--- config.mk ---
export PLATFORM = sky130hd
export DESIGN_NAME = accel_tilt_calibrate_filter
export DESIGN_NICKNAME = d
export VERILOG_FILES = /design/src/design/atc_pkg.sv /design/src/design/accel_tilt_calibrate_filter.sv /design/src/design/atc_divider.sv /design/src/design/atc_datapath.sv /design/src/design/atc_ctrl.sv
export SDC_FILE = /design/constraint.sdc
export NUM_CORES = 2
export LEC_CHECK = 0
export BUFFER_PORTS_ARGS = -buffer_cell sky130_fd_sc_hd__buf_2
export CORE_ASPECT_RATIO = 0.7
export CORE_UTILIZATION = 26
export DETAILED_ROUTE_END_ITERATION = 10
export GPL_ROUTABILITY_DRIVEN = 1
export GPL_TIMING_DRIVEN = 0
export PLACE_DENSITY_LB_ADDON = 0.1
export SLEW_MARGIN = 30
export SYNTH_ARGS = -nofsm -noshare
export SYNTH_HDL_FRONTEND = slang
export SYNTH_SLANG_ARGS = --single-unit
--- constraint.sdc ---
create_clock -name clk_i -period 15.83 [get_ports clk_i]
set_clock_uncertainty 0.05 [all_clocks]
set_input_delay 2.3745 -clock clk_i [delete_from_list [all_inputs] [get_ports clk_i]]
set_output_delay 2.3745 -clock clk_i [all_outputs]
set_load 0.01 [all_outputs]
--- src/design/atc_pkg.sv ---
`default_nettype none

package atc_pkg;

  // Field widths
  localparam int CALIB_W   = 6;
  localparam int ALPHA_W   = 16;
  localparam int FULL_W    = 15;
  localparam int DZ_W      = 14;
  localparam int TILT_W    = 16;
  localparam int MAG_W     = 15;
  localparam int Q14_FRAC  = 14;
  localparam int TILT_ITER = 15;
  localparam int ADDR_W    = 4;
  localparam int APB_W     = 32;

  localparam logic [MAG_W-1:0] Q14_ONE = MAG_W'(16384);

  // Register reset values
  localparam logic [CALIB_W-1:0] CALIB_RST = CALIB_W'(18);
  localparam logic [ALPHA_W-1:0] ALPHA_RST = ALPHA_W'(11796);
  localparam logic [FULL_W-1:0]  FULL_RST  = FULL_W'(1900);
  localparam logic [DZ_W-1:0]    DZ_RST    = DZ_W'(983);

  // Register indexes
  localparam logic [1:0] REG_CALIB = 2'd0;
  localparam logic [1:0] REG_ALPHA = 2'd1;
  localparam logic [1:0] REG_FULL  = 2'd2;
  localparam logic [1:0] REG_DZ    = 2'd3;

  typedef struct packed {
    logic [CALIB_W-1:0] calib_count;
    logic [ALPHA_W-1:0] filter_alpha;
    logic [FULL_W-1:0]  full_tilt_mm;
    logic [DZ_W-1:0]    dead_zone;
  } cfg_t;

  typedef struct packed {
    logic accept;
    logic clear;
    logic accum;
    logic sample;
    logic cal_start;
    logic cal_take;
    logic mul;
    logic add;
    logic tilt_start;
    logic tilt_take;
    logic dz_start;
    logic dz_take;
    logic out_load;
    logic axis;
  } cmd_t;

  typedef struct packed {
    logic recal;
    logic dup;
    logic calibrated;
    logic cal_complete;
    logic div_done;
    logic tilt_short;
    logic dz_short;
  } status_t;

endpackage

`default_nettype wire

--- src/design/accel_tilt_calibrate_filter.sv ---
// Accelerometer tilt filter.
// Input channel (in_valid_i / in_stall_o) carries a command bit, X/Y
// acceleration and a timestamp; the output channel (out_valid_o /
// out_stall_i) carries tilt_x, tilt_y, is_calibrated and fresh, one result
// per item. An item is taken on a clock edge with valid high and stall low.
// The block works on one item at a time. Recalibrate, duplicate-timestamp
// and plain calibration items use no division; the item that finishes
// calibration runs two mean divisions, and a filtered item runs up to two
// tilt and two dead-zone divisions of 15 steps on the shared radix-2
// divider; a zero or saturated offset and a tilt inside the dead zone skip
// their division.
// The result sits in an output register: a new item is accepted while it
// waits, and a second result is held back only if it is ready before the
// first is taken. Reset (rst_ni low) clears all filter state and restores
// register defaults. Registers sit on an APB port at 4*index; write them
// only while the block is idle.
`default_nettype none

module accel_tilt_calibrate_filter #(
  parameter int SAMPLE_BITS      = 16,
  parameter int FILTER_FRAC_BITS = 8
) (
  input  wire logic                          clk_i,
  input  wire logic                          rst_ni,
  input  wire logic                          psel,
  input  wire logic                          penable,
  input  wire logic                          pwrite,
  input  wire logic [atc_pkg::ADDR_W-1:0]    paddr,
  input  wire logic [atc_pkg::APB_W-1:0]     pwdata,
  output logic [atc_pkg::APB_W-1:0]          prdata,
  output logic                               pready,
  input  wire logic                          in_valid_i,
  output logic                               in_stall_o,
  input  wire logic                          command_i,
  input  wire logic [SAMPLE_BITS-1:0]        accel_x_i,
  input  wire logic [SAMPLE_BITS-1:0]        accel_y_i,
  input  wire logic [31:0]                   timestamp_us_i,
  output logic                               out_valid_o,
  input  wire logic                          out_stall_i,
  output logic [atc_pkg::TILT_W-1:0]         tilt_x_o,
  output logic [atc_pkg::TILT_W-1:0]         tilt_y_o,
  output logic                               is_calibrated_o,
  output logic                               fresh_o
);

  atc_pkg::cfg_t    cfg_q;
  atc_pkg::cmd_t    cmd;
  atc_pkg::status_t status;
  logic             wr_en;
  logic [1:0]       reg_idx;

  assign pready  = 1'b1;
  assign wr_en   = psel && penable && pwrite;
  assign reg_idx = paddr[3:2];

  // Register writes
  always_ff @(posedge clk_i or negedge rst_ni) begin
    if (!rst_ni) begin
      cfg_q.calib_count  <= atc_pkg::CALIB_RST;
      cfg_q.filter_alpha <= atc_pkg::ALPHA_RST;
      cfg_q.full_tilt_mm <= atc_pkg::FULL_RST;
      cfg_q.dead_zone    <= atc_pkg::DZ_RST;
    end else if (wr_en) begin
      unique case (reg_idx)
        atc_pkg::REG_CALIB: cfg_q.calib_count  <= pwdata[atc_pkg::CALIB_W-1:0];
        atc_pkg::REG_ALPHA: cfg_q.filter_alpha <= pwdata[atc_pkg::ALPHA_W-1:0];
        atc_pkg::REG_FULL:  cfg_q.full_tilt_mm <= pwdata[atc_pkg::FULL_W-1:0];
        atc_pkg::REG_DZ:    cfg_q.dead_zone    <= pwdata[atc_pkg::DZ_W-1:0];
        default: ;
      endcase
    end
  end

  // Register reads
  always_comb begin
    unique case (reg_idx)
      atc_pkg::REG_CALIB: prdata = atc_pkg::APB_W'(cfg_q.calib_count);
      atc_pkg::REG_ALPHA: prdata = atc_pkg::APB_W'(cfg_q.filter_alpha);
      atc_pkg::REG_FULL:  prdata = atc_pkg::APB_W'(cfg_q.full_tilt_mm);
      atc_pkg::REG_DZ:    prdata = atc_pkg::APB_W'(cfg_q.dead_zone);
      default:            prdata = '0;
    endcase
  end

  atc_ctrl u_ctrl (
    .clk_i       (clk_i),
    .rst_ni      (rst_ni),
    .in_valid_i  (in_valid_i),
    .in_stall_o  (in_stall_o),
    .out_valid_o (out_valid_o),
    .out_stall_i (out_stall_i),
    .status_i    (status),
    .cmd_o       (cmd)
  );

  atc_datapath #(
    .SAMPLE_BITS      (SAMPLE_BITS),
    .FILTER_FRAC_BITS (FILTER_FRAC_BITS)
  ) u_dp (
    .clk_i           (clk_i),
    .rst_ni          (rst_ni),
    .cfg_i           (cfg_q),
    .cmd_i           (cmd),
    .status_o        (status),
    .command_i       (command_i),
    .accel_x_i       (accel_x_i),
    .accel_y_i       (accel_y_i),
    .timestamp_us_i  (timestamp_us_i),
    .tilt_x_o        (tilt_x_o),
    .tilt_y_o        (tilt_y_o),
    .is_calibrated_o (is_calibrated_o),
    .fresh_o         (fresh_o)
  );

endmodule

`default_nettype wire

--- src/design/atc_divider.sv ---
`default_nettype none

module atc_divider #(
  parameter int DW = 23,
  parameter int LW = 23,
  parameter int CW = 5
) (
  input  wire logic          clk_i,
  input  wire logic          rst_ni,
  input  wire logic          start_i,
  input  wire logic [DW-1:0] rem_init_i,
  input  wire logic [LW-1:0] low_init_i,
  input  wire logic [DW-1:0] divisor_i,
  input  wire logic [CW-1:0] count_i,
  output logic               done_o,
  output logic [LW-1:0]      quot_o
);

  logic          run_q, run_d;
  logic          done_q, done_d;
  logic [CW-1:0] cnt_q, cnt_d;
  logic [DW-1:0] rem_q, rem_d;
  logic [LW-1:0] low_q, low_d;
  logic [LW-1:0] quot_q, quot_d;
  logic [DW-1:0] div_q, div_d;
  logic [DW:0]   trial;
  logic          fits;

  assign trial = {rem_q, low_q[LW-1]};
  assign fits  = trial >= {1'b0, div_q};

  // One quotient bit per cycle, restoring
  always_comb begin
    run_d  = run_q;
    done_d = 1'b0;
    cnt_d  = cnt_q;
    rem_d  = rem_q;
    low_d  = low_q;
    quot_d = quot_q;
    div_d  = div_q;
    if (start_i) begin
      run_d  = 1'b1;
      cnt_d  = count_i;
      rem_d  = rem_init_i;
      low_d  = low_init_i;
      quot_d = '0;
      div_d  = divisor_i;
    end else if (run_q) begin
      rem_d  = fits ? DW'(trial - {1'b0, div_q}) : DW'(trial);
      low_d  = low_q << 1;
      quot_d = {quot_q[LW-2:0], fits};
      cnt_d  = cnt_q - CW'(1);
      if (cnt_q == CW'(1)) begin
        run_d  = 1'b0;
        done_d = 1'b1;
      end
    end
  end

  always_ff @(posedge clk_i or negedge rst_ni) begin
    if (!rst_ni) begin
      run_q  <= 1'b0;
      done_q <= 1'b0;
      cnt_q  <= '0;
    end else begin
      run_q  <= run_d;
      done_q <= done_d;
      cnt_q  <= cnt_d;
    end
  end

  always_ff @(posedge clk_i) begin
    rem_q  <= rem_d;
    low_q  <= low_d;
    quot_q <= quot_d;
    div_q  <= div_d;
  end

  assign done_o = done_q;
  assign quot_o = quot_q;

endmodule

`default_nettype wire

--- src/design/atc_datapath.sv ---
`default_nettype none

module atc_datapath #(
  parameter int SAMPLE_BITS      = 16,
  parameter int FILTER_FRAC_BITS = 8
) (
  input  wire logic                   clk_i,
  input  wire logic                   rst_ni,
  input  wire atc_pkg::cfg_t          cfg_i,
  input  wire atc_pkg::cmd_t          cmd_i,
  output atc_pkg::status_t            status_o,
  input  wire logic                   command_i,
  input  wire logic [SAMPLE_BITS-1:0] accel_x_i,
  input  wire logic [SAMPLE_BITS-1:0] accel_y_i,
  input  wire logic [31:0]            timestamp_us_i,
  output logic [atc_pkg::TILT_W-1:0]  tilt_x_o,
  output logic [atc_pkg::TILT_W-1:0]  tilt_y_o,
  output logic                        is_calibrated_o,
  output logic                        fresh_o
);

  localparam int SB       = SAMPLE_BITS;
  localparam int FB       = FILTER_FRAC_BITS;
  localparam int SUM_W    = SB + 7;
  localparam int SMOOTH_W = SB + FB;
  localparam int D_W      = SMOOTH_W + 1;
  localparam int DEN_W    = atc_pkg::FULL_W + FB;
  localparam int DW       = DEN_W;
  localparam int LW       = SUM_W;
  localparam int CW       = $clog2(LW + 1);
  localparam int PROD_W   = D_W + atc_pkg::ALPHA_W + 1;
  localparam int CMP_W    = D_W + DEN_W + 1;
  localparam int MW       = atc_pkg::MAG_W;
  localparam int TW       = atc_pkg::TILT_W;

  // Architectural state
  logic signed [SUM_W-1:0]    sum_x_q, sum_y_q;
  logic [atc_pkg::CALIB_W-1:0] cnt_q;
  logic signed [SB-1:0]       neutral_x_q, neutral_y_q;
  logic signed [SMOOTH_W-1:0] smooth_x_q, smooth_y_q;
  logic [31:0]                last_stamp_q;
  logic                       calibrated_q;
  logic signed [TW-1:0]       held_x_q, held_y_q;
  // Working registers
  logic                       fresh_q;
  logic signed [SB-1:0]       samp_x_q, samp_y_q;
  logic signed [PROD_W-1:0]   prod_x_q, prod_y_q;
  logic [MW-1:0]              t_mag_q;
  logic                       t_neg_q;
  logic [TW-1:0]              res_x_q, res_y_q;
  logic                       res_cal_q, res_fresh_q;

  // Calibration count check
  logic [atc_pkg::CALIB_W-1:0] cnt_next;
  assign cnt_next = cnt_q + atc_pkg::CALIB_W'(1);

  // Filter arithmetic
  logic signed [D_W-1:0]    diff_x, diff_y;
  logic signed [PROD_W-1:0] alpha_s;
  assign diff_x  = D_W'($signed({samp_x_q, {FB{1'b0}}})) - D_W'(smooth_x_q);
  assign diff_y  = D_W'($signed({samp_y_q, {FB{1'b0}}})) - D_W'(smooth_y_q);
  assign alpha_s = PROD_W'($signed({1'b0, cfg_i.filter_alpha}));

  // Tilt offset of the selected axis
  logic signed [D_W-1:0] neu_sel, sm_sel, d_sel;
  logic [D_W-1:0]        dmag;
  logic                  d_neg, d_zero, d_sat;
  logic [DEN_W-1:0]      den;
  logic [CMP_W-1:0]      dmag_w;
  assign neu_sel = cmd_i.axis ? D_W'($signed({neutral_y_q, {FB{1'b0}}}))
                              : D_W'($signed({neutral_x_q, {FB{1'b0}}}));
  assign sm_sel  = cmd_i.axis ? D_W'(smooth_y_q) : D_W'(smooth_x_q);
  assign d_sel   = cmd_i.axis ? (sm_sel - neu_sel) : (neu_sel - sm_sel);
  assign d_neg   = d_sel[D_W-1];
  assign dmag    = d_neg ? D_W'(-d_sel) : D_W'(d_sel);
  assign d_zero  = (d_sel == '0);
  assign den     = {cfg_i.full_tilt_mm, {FB{1'b0}}};
  assign dmag_w  = CMP_W'(dmag);
  assign d_sat   = dmag_w >= (CMP_W'(den) << 1);

  // Dead zone
  logic [MW-1:0] dz_w, excess, dz_den;
  assign dz_w   = MW'(cfg_i.dead_zone);
  assign excess = t_mag_q - dz_w;
  assign dz_den = atc_pkg::Q14_ONE - dz_w;

  // Calibration mean
  logic signed [SUM_W-1:0] sum_sel;
  logic [SUM_W-1:0]        sum_mag;
  assign sum_sel = cmd_i.axis ? sum_y_q : sum_x_q;
  assign sum_mag = sum_sel[SUM_W-1] ? SUM_W'(-sum_sel) : SUM_W'(sum_sel);

  // Shared divider
  logic          div_start, div_done;
  logic [DW-1:0] div_rem, div_den;
  logic [LW-1:0] div_low, quot;
  logic [CW-1:0] div_cnt;

  always_comb begin
    div_start = cmd_i.cal_start || (cmd_i.tilt_start && !(d_zero || d_sat)) ||
                (cmd_i.dz_start && !(t_mag_q <= dz_w));
    if (cmd_i.cal_start) begin
      div_rem = '0;
      div_low = sum_mag;
      div_den = DW'(cnt_q);
      div_cnt = CW'(SUM_W);
    end else if (cmd_i.tilt_start) begin
      div_rem = dmag_w[DW:1];
      div_low = LW'({dmag[0], {atc_pkg::Q14_FRAC{1'b0}}}) << (LW - atc_pkg::TILT_ITER);
      div_den = DW'(den);
      div_cnt = CW'(atc_pkg::TILT_ITER);
    end else begin
      div_rem = DW'(excess >> 1);
      div_low = LW'({excess[0], {atc_pkg::Q14_FRAC{1'b0}}}) << (LW - atc_pkg::TILT_ITER);
      div_den = DW'(dz_den);
      div_cnt = CW'(atc_pkg::TILT_ITER);
    end
  end

  atc_divider #(.DW(DW), .LW(LW), .CW(CW)) u_div (
    .clk_i      (clk_i),
    .rst_ni     (rst_ni),
    .start_i    (div_start),
    .rem_init_i (div_rem),
    .low_init_i (div_low),
    .divisor_i  (div_den),
    .count_i    (div_cnt),
    .done_o     (div_done),
    .quot_o     (quot)
  );

  // Signed results from the quotient
  logic signed [SUM_W-1:0] mean_w;
  logic signed [SB-1:0]    mean;
  logic [MW-1:0]           q_clamped;
  logic signed [TW-1:0]    q_signed;
  assign mean_w    = sum_sel[SUM_W-1] ? SUM_W'(-quot) : SUM_W'(quot);
  assign mean      = SB'(mean_w);
  assign q_clamped = (quot > LW'(atc_pkg::Q14_ONE)) ? atc_pkg::Q14_ONE : MW'(quot);
  assign q_signed  = t_neg_q ? TW'(-quot) : TW'(quot);

  // Status to the controller
  always_comb begin
    status_o.recal        = command_i;
    status_o.dup          = (timestamp_us_i == last_stamp_q);
    status_o.calibrated   = calibrated_q;
    status_o.cal_complete = (cnt_next >= cfg_i.calib_count) && (cnt_next != '0);
    status_o.div_done     = div_done;
    status_o.tilt_short   = d_zero || d_sat;
    status_o.dz_short     = (t_mag_q <= dz_w);
  end

  // State updates
  always_ff @(posedge clk_i or negedge rst_ni) begin
    if (!rst_ni) begin
      sum_x_q      <= '0;
      sum_y_q      <= '0;
      cnt_q        <= '0;
      neutral_x_q  <= '0;
      neutral_y_q  <= '0;
      smooth_x_q   <= '0;
      smooth_y_q   <= '0;
      last_stamp_q <= '0;
      calibrated_q <= 1'b0;
      held_x_q     <= '0;
      held_y_q     <= '0;
      fresh_q      <= 1'b0;
    end else begin
      if (cmd_i.accept) begin
        fresh_q <= cmd_i.accum || cmd_i.sample;
      end
      if (cmd_i.clear) begin
        sum_x_q      <= '0;
        sum_y_q      <= '0;
        cnt_q        <= '0;
        neutral_x_q  <= '0;
        neutral_y_q  <= '0;
        smooth_x_q   <= '0;
        smooth_y_q   <= '0;
        last_stamp_q <= '0;
        calibrated_q <= 1'b0;
        held_x_q     <= '0;
        held_y_q     <= '0;
      end
      if (cmd_i.accum) begin
        sum_x_q      <= sum_x_q + SUM_W'($signed(accel_x_i));
        sum_y_q      <= sum_y_q + SUM_W'($signed(accel_y_i));
        cnt_q        <= cnt_next;
        last_stamp_q <= timestamp_us_i;
      end
      if (cmd_i.sample) begin
        last_stamp_q <= timestamp_us_i;
      end
      if (cmd_i.cal_take) begin
        if (cmd_i.axis) begin
          neutral_y_q  <= mean;
          smooth_y_q   <= {mean, {FB{1'b0}}};
          calibrated_q <= 1'b1;
        end else begin
          neutral_x_q <= mean;
          smooth_x_q  <= {mean, {FB{1'b0}}};
        end
      end
      if (cmd_i.add) begin
        smooth_x_q <= smooth_x_q + SMOOTH_W'(prod_x_q >>> atc_pkg::ALPHA_W);
        smooth_y_q <= smooth_y_q + SMOOTH_W'(prod_y_q >>> atc_pkg::ALPHA_W);
      end
      if ((cmd_i.dz_start && (t_mag_q <= dz_w)) || cmd_i.dz_take) begin
        if (cmd_i.axis) begin
          held_y_q <= cmd_i.dz_take ? q_signed : '0;
        end else begin
          held_x_q <= cmd_i.dz_take ? q_signed : '0;
        end
      end
    end
  end

  // Working registers
  always_ff @(posedge clk_i) begin
    if (cmd_i.sample) begin
      samp_x_q <= $signed(accel_x_i);
      samp_y_q <= $signed(accel_y_i);
    end
    if (cmd_i.mul) begin
      prod_x_q <= PROD_W'(diff_x) * alpha_s;
      prod_y_q <= PROD_W'(diff_y) * alpha_s;
    end
    if (cmd_i.tilt_start) begin
      t_neg_q <= d_neg;
      if (d_zero) begin
        t_mag_q <= '0;
      end else if (d_sat) begin
        t_mag_q <= atc_pkg::Q14_ONE;
      end
    end
    if (cmd_i.tilt_take) begin
      t_mag_q <= q_clamped;
    end
    if (cmd_i.out_load) begin
      res_x_q     <= held_x_q;
      res_y_q     <= held_y_q;
      res_cal_q   <= calibrated_q;
      res_fresh_q <= fresh_q;
    end
  end

  assign tilt_x_o        = res_x_q;
  assign tilt_y_o        = res_y_q;
  assign is_calibrated_o = res_cal_q;
  assign fresh_o         = res_fresh_q;

endmodule

`default_nettype wire

--- src/design/atc_ctrl.sv ---
`default_nettype none

module atc_ctrl (
  input  wire logic             clk_i,
  input  wire logic             rst_ni,
  input  wire logic             in_valid_i,
  output logic                  in_stall_o,
  output logic                  out_valid_o,
  input  wire logic             out_stall_i,
  input  wire atc_pkg::status_t status_i,
  output atc_pkg::cmd_t         cmd_o
);

  typedef enum logic [9:0] {
    S_IDLE       = 10'b00_0000_0001,
    S_CAL_START  = 10'b00_0000_0010,
    S_CAL_WAIT   = 10'b00_0000_0100,
    S_FMUL       = 10'b00_0000_1000,
    S_FADD       = 10'b00_0001_0000,
    S_TILT_START = 10'b00_0010_0000,
    S_TILT_WAIT  = 10'b00_0100_0000,
    S_DZ_START   = 10'b00_1000_0000,
    S_DZ_WAIT    = 10'b01_0000_0000,
    S_RESULT     = 10'b10_0000_0000
  } state_e;

  state_e state_q, state_d;
  logic   axis_q, axis_d;
  logic   out_valid_q, out_valid_d;

  // Sequence one item through calibration or filter and tilt steps
  always_comb begin
    state_d = state_q;
    axis_d  = axis_q;
    cmd_o   = '0;
    cmd_o.axis = axis_q;
    unique case (state_q)
      S_IDLE: begin
        if (in_valid_i) begin
          cmd_o.accept = 1'b1;
          if (status_i.recal) begin
            cmd_o.clear = 1'b1;
            state_d = S_RESULT;
          end else if (status_i.dup) begin
            state_d = S_RESULT;
          end else if (!status_i.calibrated) begin
            cmd_o.accum = 1'b1;
            axis_d  = 1'b0;
            state_d = status_i.cal_complete ? S_CAL_START : S_RESULT;
          end else begin
            cmd_o.sample = 1'b1;
            state_d = S_FMUL;
          end
        end
      end
      S_CAL_START: begin
        cmd_o.cal_start = 1'b1;
        state_d = S_CAL_WAIT;
      end
      S_CAL_WAIT: begin
        if (status_i.div_done) begin
          cmd_o.cal_take = 1'b1;
          if (axis_q) begin
            state_d = S_RESULT;
          end else begin
            axis_d  = 1'b1;
            state_d = S_CAL_START;
          end
        end
      end
      S_FMUL: begin
        cmd_o.mul = 1'b1;
        state_d = S_FADD;
      end
      S_FADD: begin
        cmd_o.add = 1'b1;
        axis_d  = 1'b0;
        state_d = S_TILT_START;
      end
      S_TILT_START: begin
        cmd_o.tilt_start = 1'b1;
        state_d = status_i.tilt_short ? S_DZ_START : S_TILT_WAIT;
      end
      S_TILT_WAIT: begin
        if (status_i.div_done) begin
          cmd_o.tilt_take = 1'b1;
          state_d = S_DZ_START;
        end
      end
      S_DZ_START: begin
        cmd_o.dz_start = 1'b1;
        if (!status_i.dz_short) begin
          state_d = S_DZ_WAIT;
        end else if (axis_q) begin
          state_d = S_RESULT;
        end else begin
          axis_d  = 1'b1;
          state_d = S_TILT_START;
        end
      end
      S_DZ_WAIT: begin
        if (status_i.div_done) begin
          cmd_o.dz_take = 1'b1;
          if (axis_q) begin
            state_d = S_RESULT;
          end else begin
            axis_d  = 1'b1;
            state_d = S_TILT_START;
          end
        end
      end
      S_RESULT: begin
        if (!out_valid_q || !out_stall_i) begin
          cmd_o.out_load = 1'b1;
          state_d = S_IDLE;
        end
      end
      default: begin
        state_d = S_IDLE;
      end
    endcase
  end

  // Hold the result until taken
  always_comb begin
    out_valid_d = out_valid_q;
    if (cmd_o.out_load) begin
      out_valid_d = 1'b1;
    end else if (!out_stall_i) begin
      out_valid_d = 1'b0;
    end
  end

  always_ff @(posedge clk_i or negedge rst_ni) begin
    if (!rst_ni) begin
      state_q     <= S_IDLE;
      axis_q      <= 1'b0;
      out_valid_q <= 1'b0;
    end else begin
      state_q     <= state_d;
      axis_q      <= axis_d;
      out_valid_q <= out_valid_d;
    end
  end

  assign in_stall_o  = (state_q != S_IDLE);
  assign out_valid_o = out_valid_q;

endmodule

`default_nettype wire
==> flow_metrics.tcl <==
set metrics [dict create \
    floorplan.die_area_um2 229000 \
    max_slew_margin_pct 26.5 \
    grt_max_degree 74 \
    design.final.nets 7990 \
    most-common-layout-cells "1,127 x sky130_fd_sc_hd__inv_1, 839 x sky130_fd_sc_hd__nand2_1, 749 x sky130_fd_sc_hd__fa_1" \
    tritoncts_num_sinks 490 \
    grt_first_pass_wirelength_um 338000 \
    final.period_utilization_pct 87.3 \
    number_of_warning_messages_in_the_yosys_log 0 \
    coreArea_um2 224000 \
    hpwlAfterDp_um 194000 \
    cts_repair_resize_count 0 \
    outcome "finished clean" \
    final-max-slew-violation-count 0 \
    number_of_antenna_violations_at_the_first_check_in_global_routing 44 \
    tightest_slew_ns 1.10 \
    final_area_um2 65900 \
    cts.clk_slew.worst_paths_ns 0.07 \
    grtUsageTotal_pct 20.2 \
    globalplace.congestion 0.871 \
    synth_top_family_by_area "adder cells" \
    min_delay_path_depth 0 \
    yosys.area_share.xor_xnor_pct 5.55 \
    synth-simple-area-share_pct 15.8 \
    post_synth.cell_area_avg_um2 9.11 \
    crit_path_frequent_cell "sky130_fd_sc_hd__buf_2" \
    wire_per_inst_um 23.7 \
    grt_overflow_total 0 \
    detailroute.wirelength.met3_um 14900 \
    floorplan.die.height_um 401 \
    post-route-drc-count 0 \
    ys_seq_elements 490 \
    post_cts_hold_fix_bufs 0 \
    delay_contributed_by_the_slowest_stage_of_the_critical_path_ns 0.75 \
    worstPathMaxFanout 24 \
    worst_hold_path_type "reg2reg" \
    rsz0062_at_grt "no" \
    crit_required_ns 16.11 \
    ioPinCount 177 \
    avgViaCountPerCell 4.77 \
    clkLatencyLatePin_ns 0.66 \
    post_dp_cell_area_um2 64300 \
    synthToLayoutAreaGrowth_pct 11.7 \
    placementRows 145 \
    cts.repair_timing.setup_buffer_count 0 \
    clock_tree_from_tritoncts "done" \
    dr.first_iter.drc_count 4199 \
    synth_mux_area_share_pct 2.85 \
    post_route_cells_drive_above_1_share_pct 7.12 \
    clk_root_buffer_cell "sky130_fd_sc_hd__clkbuf_16" \
    layout.cells.most_common "sky130_fd_sc_hd__inv_1" \
    max_freq_ghz 0.0723 \
    critical_path.slowest_cell "sky130_fd_sc_hd__buf_1" \
    pre_cts_slack_ns 1.84 \
    number_of_synthesized_flops_with_an_enable_pin 199 \
    count_of_input_and_output_buffers 141 \
    met2_length_um 84400 \
    critical_path_class "reg2reg" \
    synth.lib_cells_used.distinct 90 \
    ys_dominant_reg_cell "sky130_fd_sc_hd__dfrtp_1" \
    final_hold_viol_count 0 \
    ant_nets 0 \
    synthesized_instance_count 6484 \
    worst-r2r-cell-count 35 \
    critPathLaunchType "flop" \
    period_needed_ns 13.83 \
    setup_viol 0 \
    synth_compound_area_share_pct 9.89 \
    synth-seq-area-share_pct 22.3 \
    total_wirelength_of_the_detailed_routed_design_um 232000 \
    detailroute.via_count 46700 \
    number_of_global_route_vias_before_repair 46500 \
    critPathCaptureType "flop" \
    die_width_um 572 \
    max_cap_violations 0 \
    finalWorstSetupSlack_ns 2.00 \
    mappedNetlistArea_um2 59000 \
    drt-pass1-iter-count 6 \
    ys_async_sr_fraction_pct 54.7 \
    start_util_pct 26.3 \
    worst_ep_arrival_time_ns 14.10 \
    routed_length_on_met1_um 130000 \
    top_layer "met5" \
    holdWs_ns 0.400 \
    largest_buffer_count_on_any_clock_path 3 \
    tritoncts.num_buffers 49 \
    total_number_of_h_tree_levels 2 \
    setup_total_negative_slack_ns 0 \
    adder_and_majority_gate_portion_of_the_synthesized_area_pct 34.3 \
]
[cell type report]
cell class	count	area (um2)
clock buffer	61	1310
sequential	490	13200
fill	24000	158000
clock inverter	31	268
tap	3013	3770
buffer	310	1330
antenna	17	42.5
inverter	1128	4230
multi-input combinational	4571	40800
timing repair buffer	165	1040
[synth_stat cells (41+ instances only)]
library cell	number	area, um2
sky130_fd_sc_hd__mux2_2	42	473
sky130_fd_sc_hd__a21o_1	82	616
sky130_fd_sc_hd__dfrtp_1	244	6110
sky130_fd_sc_hd__o21ai_0	268	1340
sky130_fd_sc_hd__nor3_1	67	335
sky130_fd_sc_hd__ha_1	418	5230
sky130_fd_sc_hd__xnor2_1	245	2150
sky130_fd_sc_hd__o22ai_1	41	257
sky130_fd_sc_hd__inv_1	1127	4230
sky130_fd_sc_hd__nor2_1	226	848
sky130_fd_sc_hd__and2_1	375	2350
sky130_fd_sc_hd__fa_1	749	15000
sky130_fd_sc_hd__a21oi_1	196	981
sky130_fd_sc_hd__nor2b_1	42	263
sky130_fd_sc_hd__a31oi_1	44	275
sky130_fd_sc_hd__xor2_1	129	1130
sky130_fd_sc_hd__edfxtp_1	199	5980
sky130_fd_sc_hd__nand2_1	839	3150
sky130_fd_sc_hd__mux2i_1	104	1040
sky130_fd_sc_hd__clkbuf_1	260	976
sky130_fd_sc_hd__nand3_1	156	781
[final timing paths]
kind / to / startpoint / slack (ns)
worst max register to register: u_dp.u_div.rem_q[4] / u_ctrl.axis_q / 2.00
max in group asynchronous: u_dp.sum_y_q[14] / rst_ni / 12.86
worst min register to register: u_dp.tilt_x_o[15] / u_dp.held_x_q[15] / 0.40
min in group asynchronous: cfg_q[34] / rst_ni / 1.68
worst min-delay path: u_dp.tilt_x_o[15] / u_dp.held_x_q[15] / 0.40
worst max-delay path: u_dp.u_div.rem_q[4] / u_ctrl.axis_q / 2.00
[cells by family after synthesis]
logic type	after synthesis
compound gates	920
simple gates	1936
flops	490
other cells	2
mux	155
fa+ha+maj	1169
buf+inv	1438
xor+xnor	374
[per-layer routing]
metal / up-vias / global-route usage, %
met5: - / 0
met4: 4 / 1.93
met3: 134 / 2.25
met2: 1365 / 25.8
met1: 23900 / 35.6
li1: 21300 / -
[critical path, delay by kind of cell, from the launching register on]
kind                       cells  cell delay (ns)
buffers and inverters         15             5.80
and+or+nand+nor                8             2.89
AOI/OAI and AO/OA              8             2.37
muxes                          1             0.60
adders and majority gates      2             0.60
xor gates and xnor gates       1             0.54
DFF                            1             0.50
[per-stage QoR]
| stage | cells | utilization [%] |
|---|---|---|
| CTS | 9769 | 29.4 |
| floorplan | 6499 | - |
| global placement | 9653 | 28.3 |
| global route | 9771 | 29.4 |
| detailed placement | 9677 | 28.7 |
| finish | 9786 | 29.4 |
[registers in the layout (all words and copies together) (netlist names), 23 cells and up]
| name | flops |
|---|---|
| cfg_q | 51 |
| u_dp.last_stamp_q | 32 |
| u_dp.prod_x_q | 24 |
| u_dp.prod_y_q | 24 |
| u_dp.smooth_x_q | 24 |
| u_dp.smooth_y_q | 24 |
| u_dp.sum_x_q | 23 |
| u_dp.sum_y_q | 23 |
| u_dp.u_div.div_q | 23 |
| u_dp.u_div.low_q | 23 |
| u_dp.u_div.quot_o | 23 |
| u_dp.u_div.rem_q | 23 |
Power is not shown: default switching activity piles up to over one toggle a cycle in this logic, so the estimate is an artifact.
